**src/circular_delay_line_controller_top_defines.svh**
```systemverilog
// Assertion macros for the circular delay line controller.
`ifndef CIRCULAR_DELAY_LINE_CONTROLLER_TOP_DEFINES_SVH
`define CIRCULAR_DELAY_LINE_CONTROLLER_TOP_DEFINES_SVH

`ifndef SYNTHESIS

// Same-cycle implication, checked on every rising edge outside reset
`define CDL_ASSERT_IMPL(label, ante, cons) \
    label: assert property (@(posedge clk) disable iff (!rst_n) (ante) |-> (cons)) \
        else $error("cdl check failed");

// Next-cycle implication, checked on every rising edge outside reset
`define CDL_ASSERT_NEXT(label, ante, cons) \
    label: assert property (@(posedge clk) disable iff (!rst_n) (ante) |=> (cons)) \
        else $error("cdl check failed");

`else

`define CDL_ASSERT_IMPL(label, ante, cons)
`define CDL_ASSERT_NEXT(label, ante, cons)

`endif

`endif

```
**src/cdl_pkg.sv**
```systemverilog
// Shared types and constants for the circular delay line controller.
`default_nettype none

package cdl_pkg;

    localparam int PTR_W    = 16;
    localparam int LEN_W    = PTR_W + 1;
    localparam int SAMPLE_W = 32;

    // Request codes
    typedef enum logic [3:0] {
        REQ_WRITE          = 4'd0,
        REQ_READ           = 4'd1,
        REQ_PEEK           = 4'd2,
        REQ_MOVE           = 4'd3,
        REQ_MOVE_READ_NEXT = 4'd4,
        REQ_MOVE_READ      = 4'd5,
        REQ_READ_STEP      = 4'd6,
        REQ_BACK           = 4'd7,
        REQ_BOTH           = 4'd8,
        REQ_SWAP           = 4'd9,
        REQ_CLEAR          = 4'd10
    } req_type_t;

    // Modulo unit request and response
    typedef struct packed {
        logic             start;
        logic [LEN_W-1:0] dividend;
        logic [LEN_W-1:0] divisor;
    } mod_req_t;

    typedef struct packed {
        logic             done;
        logic [PTR_W-1:0] rem;
    } mod_rsp_t;

endpackage

`default_nettype wire

```
**src/cdl_mod.sv**
```systemverilog
// Pointer wrap unit: remainder of a 17-bit sum by the ring length.
`default_nettype none

module cdl_mod
    import cdl_pkg::*;
(
    input  wire logic     clk,
    input  wire logic     rst_n,
    input  wire mod_req_t mod_req,
    output mod_rsp_t      mod_rsp
);

    localparam int CNT_W = $clog2(LEN_W + 1);

    logic             busy_reg, busy_next;
    logic             done_reg, done_next;
    logic [CNT_W-1:0] cnt_reg, cnt_next;
    logic [LEN_W-1:0] dvd_reg, dvd_next;
    logic [LEN_W-1:0] div_reg, div_next;
    logic [LEN_W-1:0] part_reg, part_next;

    logic [LEN_W-1:0] diff;
    logic [LEN_W:0]   shifted;
    logic [LEN_W:0]   shifted_sub;

    // Fast path terms and one restoring step
    assign diff        = mod_req.dividend - mod_req.divisor;
    assign shifted     = {part_reg, dvd_reg[LEN_W-1]};
    assign shifted_sub = shifted - {1'b0, div_reg};

    always_comb
    begin
        busy_next = busy_reg;
        done_next = 1'b0;
        cnt_next  = cnt_reg;
        dvd_next  = dvd_reg;
        div_next  = div_reg;
        part_next = part_reg;
        if (busy_reg)
        begin
            // one quotient bit per cycle, msb first
            dvd_next = {dvd_reg[LEN_W-2:0], 1'b0};
            if (shifted >= {1'b0, div_reg})
                part_next = shifted_sub[LEN_W-1:0];
            else
                part_next = shifted[LEN_W-1:0];
            if (cnt_reg == CNT_W'(LEN_W - 1))
            begin
                busy_next = 1'b0;
                done_next = 1'b1;
            end
            cnt_next = cnt_reg + CNT_W'(1);
        end
        else if (mod_req.start)
        begin
            div_next = mod_req.divisor;
            if (mod_req.dividend < mod_req.divisor)
            begin
                part_next = mod_req.dividend;
                done_next = 1'b1;
            end
            else if (diff < mod_req.divisor)
            begin
                part_next = diff;
                done_next = 1'b1;
            end
            else
            begin
                // pointer far beyond a shortened ring: full remainder
                busy_next = 1'b1;
                cnt_next  = '0;
                dvd_next  = mod_req.dividend;
                part_next = '0;
            end
        end
    end

    // Control state
    always_ff @(posedge clk or negedge rst_n)
    begin
        if (!rst_n)
        begin
            busy_reg <= 1'b0;
            done_reg <= 1'b0;
            cnt_reg  <= '0;
        end
        else
        begin
            busy_reg <= busy_next;
            done_reg <= done_next;
            cnt_reg  <= cnt_next;
        end
    end

    // Datapath
    always_ff @(posedge clk)
    begin
        dvd_reg  <= dvd_next;
        div_reg  <= div_next;
        part_reg <= part_next;
    end

    assign mod_rsp.done = done_reg;
    assign mod_rsp.rem  = part_reg[PTR_W-1:0];

endmodule

`default_nettype wire
```
**config.mk**
```make
export PLATFORM = sky130hd
export DESIGN_NAME = cdl_mod
export DESIGN_NICKNAME = d
export VERILOG_FILES = /design/src/circular_delay_line_controller_top_defines.svh /design/src/cdl_pkg.sv /design/src/cdl_mod.sv
export SDC_FILE = /design/constraint.sdc
export NUM_CORES = 1
export LEC_CHECK = 0
export BUFFER_PORTS_ARGS = -buffer_cell sky130_fd_sc_hd__buf_2
export CORE_MARGIN = 2
export CORE_UTILIZATION = 53
export CTS_CLUSTER_SIZE = 8
export DETAILED_ROUTE_END_ITERATION = 7
export HOLD_SLACK_MARGIN = 0.08
export PLACE_DENSITY = 0.76
export SETUP_SLACK_MARGIN = 0.15
export SLEW_MARGIN = 40
export SYNTH_ARGS = -nofsm -noshare
export SYNTH_HDL_FRONTEND = slang
export SYNTH_SLANG_ARGS = --single-unit
```
**constraint.sdc**
```tcl
create_clock -name clk -period 2.91 [get_ports clk]
set_clock_uncertainty 0.15 [all_clocks]
set_input_delay 0.1455 -clock clk [delete_from_list [all_inputs] [get_ports clk]]
set_output_delay 0.1455 -clock clk [all_outputs]
set_load 0.02 [all_outputs]
```
After elaboration in Yosys (flattened, before gate mapping):

Index checks and enable logic that the tools add are counted.
W data, S select, Z words.

* multiplexer cells: 23
* order comparisons: 3
* equality and inequality tests: 3
* bitwise gates (word level): 3
* reduce and logical (&&, ||, !) cells: 4
* add/subtract/negate cells: 3

Operator list (count)
* $mux W17: 9
* $lt A17 B17 Y1: 2
* $sub A17 B17 Y17: 2
* $mux W5: 4
* $ge A18 B17 Y1: 1
* $mux W1: 10
* $reduce_and A3 Y1: 2
* $add A5 B1 Y5 const B: 1
* $eq A5 B5 Y1 const B: 1
* $ne A2 B2 Y1 const B: 2
* $not A1 Y1: 3
* $reduce_and A2 Y1: 1
* $reduce_bool A2 Y1: 1

* word-level logic and storage cells: 46
* flip-flop bits (word level): 58

Logic depth before layout (Yosys ltp):

* depth in word-level cells: 6
* mapped depth: 19

Least setup slack after synthesis:

Ideal clock, no wire load.

* kind: input to register
* from: input mod_req[2] (netlist bit)
* to: register dvd_reg[10] (data pin)
* stages on the path: 17
* setup time: 0.256 ns
* path slack: -1.081 ns
* data arrival time: 3.585 ns
* required time: 2.504 ns
* path through: inv_1 -> ha_1 -> nor2b_1 -> o31a_1 -> o41a_1 -> a211o_1 -> xor2_1 -> ha_1 -> a21oi_1 -> o21ai_1 -> a2111oi_0 -> a21oi_1 -> o22a_1 -> and3_1 -> buf_2 -> buf_6 -> a22o_1

RTL lines
* from (decl): RTL line cdl_mod.sv:9 `input wire mod_req_t mod_req,`
* to (signal assigned): RTL line cdl_mod.sv:98 `dvd_reg <= dvd_next;`
* to (decl): RTL line cdl_mod.sv:18 `logic [LEN_W-1:0] dvd_reg, dvd_next;`

Final worst setup path:

* from: input mod_req[2] (netlist bit)
* to: register part_reg[10] (data pin)

* longest elaborated chain between the ends: 6

Ends and longest elaborated chain
* $sub A17 B17 Y17: RTL line cdl_mod.sv:27 `assign diff = mod_req.dividend - mod_req.divisor;`
* $lt A17 B17 Y1: RTL line cdl_mod.sv:62 `else if (diff < mod_req.divisor)`
* $mux W17: RTL line cdl_mod.sv:62
* $mux W17 *: RTL line cdl_mod.sv:57 `if (mod_req.dividend < mod_req.divisor)`
* $mux W17 *: RTL line cdl_mod.sv:54 `else if (mod_req.start)`
* $mux W17 *: RTL line cdl_mod.sv:39 `if (busy_reg)`
* net part_next[10]: RTL line cdl_mod.sv:20 `logic [LEN_W-1:0] part_reg, part_next;`
* to (signal assigned): RTL line cdl_mod.sv:100 `part_reg <= part_next;`
* to (decl): RTL line cdl_mod.sv:20

The timed path passes the listed nets; every way through them passes the cells marked *. The select of a mux whose other input is x is not followed.
A chain may end at the register's enable or synchronous reset.

==> results.cfg <==
[status]
status = complete, but fails checks
violations = negative setup slack

[placement]
dp_hpwl_um = 10500
place_ws_ns = -1.19
place_congestion = 0.901
port_buffers = 53
place_inst = 724

[critical_path]
reg2reg_slack_ns = -0.31
r2r_cells = 11
required_ns = 2.93
cpPeakStageDelay_ns = 0.40
r2r_end = part_reg[12]
cp-end-kind = flip-flop
start_kind = primary input
cp_slowest_cell = o41a_1
worstReg2RegStart = dvd_reg[16]
path_common_cell = a21oi_1
cp_cell_sequence = buf_2 -> inv_2 -> ha_4 -> nor2b_2 -> o31a_1 -> o41a_1 -> a211o_4 -> xor2_2 -> ha_1 -> a21oi_2 -> o21ai_2 -> a2111oi_2 -> a21oi_1 -> o22a_2 -> nor2_4 -> buf_4 -> a221oi_2 -> a21oi_1
critical_path_arrival_ns = 3.98
worstSetupPathType = primary input to flip-flop
critPathMaxFanout = 6

[logic_synthesis]
synthCells = 489
synth_top_area_share_pct = 30.7
synth_commonest_cells = 53 x ha_1, 50 x edfxtp_1, 46 x a21oi_1
synth_area_leader_cell = edfxtp_1
synth-seq-cells = 58
netlist_area_um2 = 4900
synth_edf_count = 50
synth.area.top_cells = edfxtp_1 31%, ha_1 14%, a21oi_1 4.7%, dfrtp_1 3.6%, mux2i_1 3.3%
synth-main-ff-cell = edfxtp_1
syn-num-nets = 581
async_reset_ff_share_pct = 12.1
ys_warn_count = 0
syn_avg_cell_area_um2 = 10.0
ys_types = 65
yosysMostFrequentCell = ha_1
seq_area_frac_synth_pct = 34.6

[pwr]
ir_drop_mv = 0.636
swShare_pct = 41.8
p_per_area_nw_per_um2 = 931
p_int_uw = 3600
p_clk_share_pct = 14.7
switchingPower_uw = 2590
pwr-share-seq_pct = 27.0
leakage_uw = 0.00312
combPwrFrac_pct = 58.3

[die]
core_area_um2 = 9110
io_pins = 54
dieArea_um2 = 10000
core.rowCount = 35
fp.dieH_um = 100
die_w_um = 100
initial_utilization_pct = 53.8

[finish]
diodes = 0
nNetsFinal = 748
fin_util_pct = 73.0
layout.cells.non_filler = 772
syn_to_final_growth_pct = 35.7
layout-drive-gt1-share_pct = 35.6
n_fill_cell = 587

[global_route]
grt_max_degree = 40
grtUsageMet2_pct = 52.6
use_met3_pct = 5.64
busiest_layer = met2
grtUsageTotal_pct = 30.2
antenna_found_initial = 0
grt_pass1_vias = 4736
grt_pass1_wl_um = 23600
grt_use_met1_pct = 36.8
grt_overflow = 0

[drt]
viasPerCell = 6.13
drt-wirelength-per-cell_um = 20.1
routed_wl_um = 15500
first_iter_violations = 281
drt_pre_antenna_iters = 5
drc = 0
dr_total_vias = 4729
ant_nets = 0

[sta]
finalSetupViolations = 57
period_needed_ns = 3.96
hold_violations = 0
relSlewSlack_pct = 45.5
fmax_mhz = 253
worst_pin_slew_ns = 0.817
slew_viol_final = 0
rsz0062_at_grt = yes
post-route-period-util_pct = 136
setup_ws_ns = -1.05
fin_hold_ws_ns = 0.0943

[worst_hold_path]
whs_endpoint = dvd_reg[1]
hp-class = primary input to flip-flop
whs_path_depth = 3
min-delay-start = mod_req[18]

[cts]
cts.path.max_buffers = 2
htree_num_levels = 3
cts_tree = built
clockRootBuffer = clkbuf_8
clock_latency_ns = 0.35
path_clk_slew_ns = 0.07
numCtsBuffers = 9
cts.sinks = 58

[job]
maxCapViolCount = 0
==> how the worst max path moves through the flow <==
| stage | startpoint | to | slack (ns) |
|---|---|---|---|
| 3_5_place_dp | mod_req[17] | dvd_reg[11] | -1.19 |
| 4_1_cts | mod_req[17] | part_reg[1] | -0.77 |
| 3_3_place_gp | mod_req[17] | dvd_reg[11] | -1.04 |
| 2_1_floorplan | mod_req[2] | dvd_reg[11] | -0.97 |
| 5_1_grt | mod_req[17] | part_reg[10] | -1.18 |
| 6_report | mod_req[2] | part_reg[10] | -1.05 |
==> power groups by stage <==
stage | clock network, uW | registers, uW | logic (uW)
after floorplan | 0 | 1520 | 2480
after global routing | 945 | 1700 | 3900
after CTS | 898 | 1640 | 3350
after global placement | 0 | 1640 | 3100
after detailed placement | 0 | 1650 | 3240
final | 908 | 1670 | 3610
==> cell type report <==
| cell class | count | area, um^2 | share of cell area [%] |
|---|---|---|---|
| sequential | 58 | 1700 | 25.5 |
| clock buffer | 11 | 131 | 1.98 |
| tap | 111 | 139 | 2.09 |
| timing repair buffer | 185 | 1370 | 20.6 |
| multi-input combinational | 358 | 3020 | 45.5 |
| timing repair inverter | 1 | 11.3 | 0.169 |
| inverter | 43 | 171 | 2.58 |
| clock inverter | 5 | 103 | 1.54 |
==> through the flow <==
stage               setup TNS, ns  area (um^2)  total power [uW]
floorplan                  -45.61         4970              4000
CTS                        -39.85         6520              5890
global placement           -56.99         5970              4740
global route               -59.71         6650              6540
detailed placement         -64.51         5970              4890
finish                     -53.91         6650              6190
==> per-layer routing <==
metal | wire length [um] | share of wire [%] | vias up
met1 | 6210 | 40 | 2277
met4 | 797 | 5.1 | 0
li1 | - | - | 2169
met3 | 923 | 6.0 | 74
met2 | 7580 | 49 | 209
met5 | 0 | 0 | -
==> kinds of logic (layout without fill, tap and decap cells) <==
family | after synthesis | count (layout) | share of synthesized area [%]
mux | 19 | 19 | 3.96
fa+ha+maj | 55 | 55 | 14.4
xor+xnor | 24 | 24 | 4.29
simple gates | 104 | 106 | 11.1
flops | 58 | 58 | 34.6
compound gates | 154 | 154 | 24.0
buf+inv | 75 | 245 | 7.69
==> layout by cell type (no fill, tap or decap), types with 13 or more instances in the layout <==
cell type        n
mux2i_1         16
ha_1            51
a22o_1          17
o21ai_0         14
dlygate4sd3_1   22
edfxtp_1        50
a221oi_2        13
buf_2           52
nor2_1          26
xnor2_1         15
inv_1           40
nand2_1         17
buf_4          104
a21oi_1         42
==> worst max-delay path: cells and delay by family <==
family          cells  cell delay (ns)
simple gates        2             0.34
xor+xnor            1             0.20
buf+inv             3             0.34
fa+ha+maj           2             0.53
compound gates     10             2.43
==> what timing repair did <==
action,in CTS,in global routing
setup buffers,3,4
hold buffers,22,0
setup endpoints to repair,57,57
endpoints found under the hold margin,27,0
pin swaps,9,2
resized for setup,9,21
gates cloned,3,0
(Power assumes the default switching activity.)
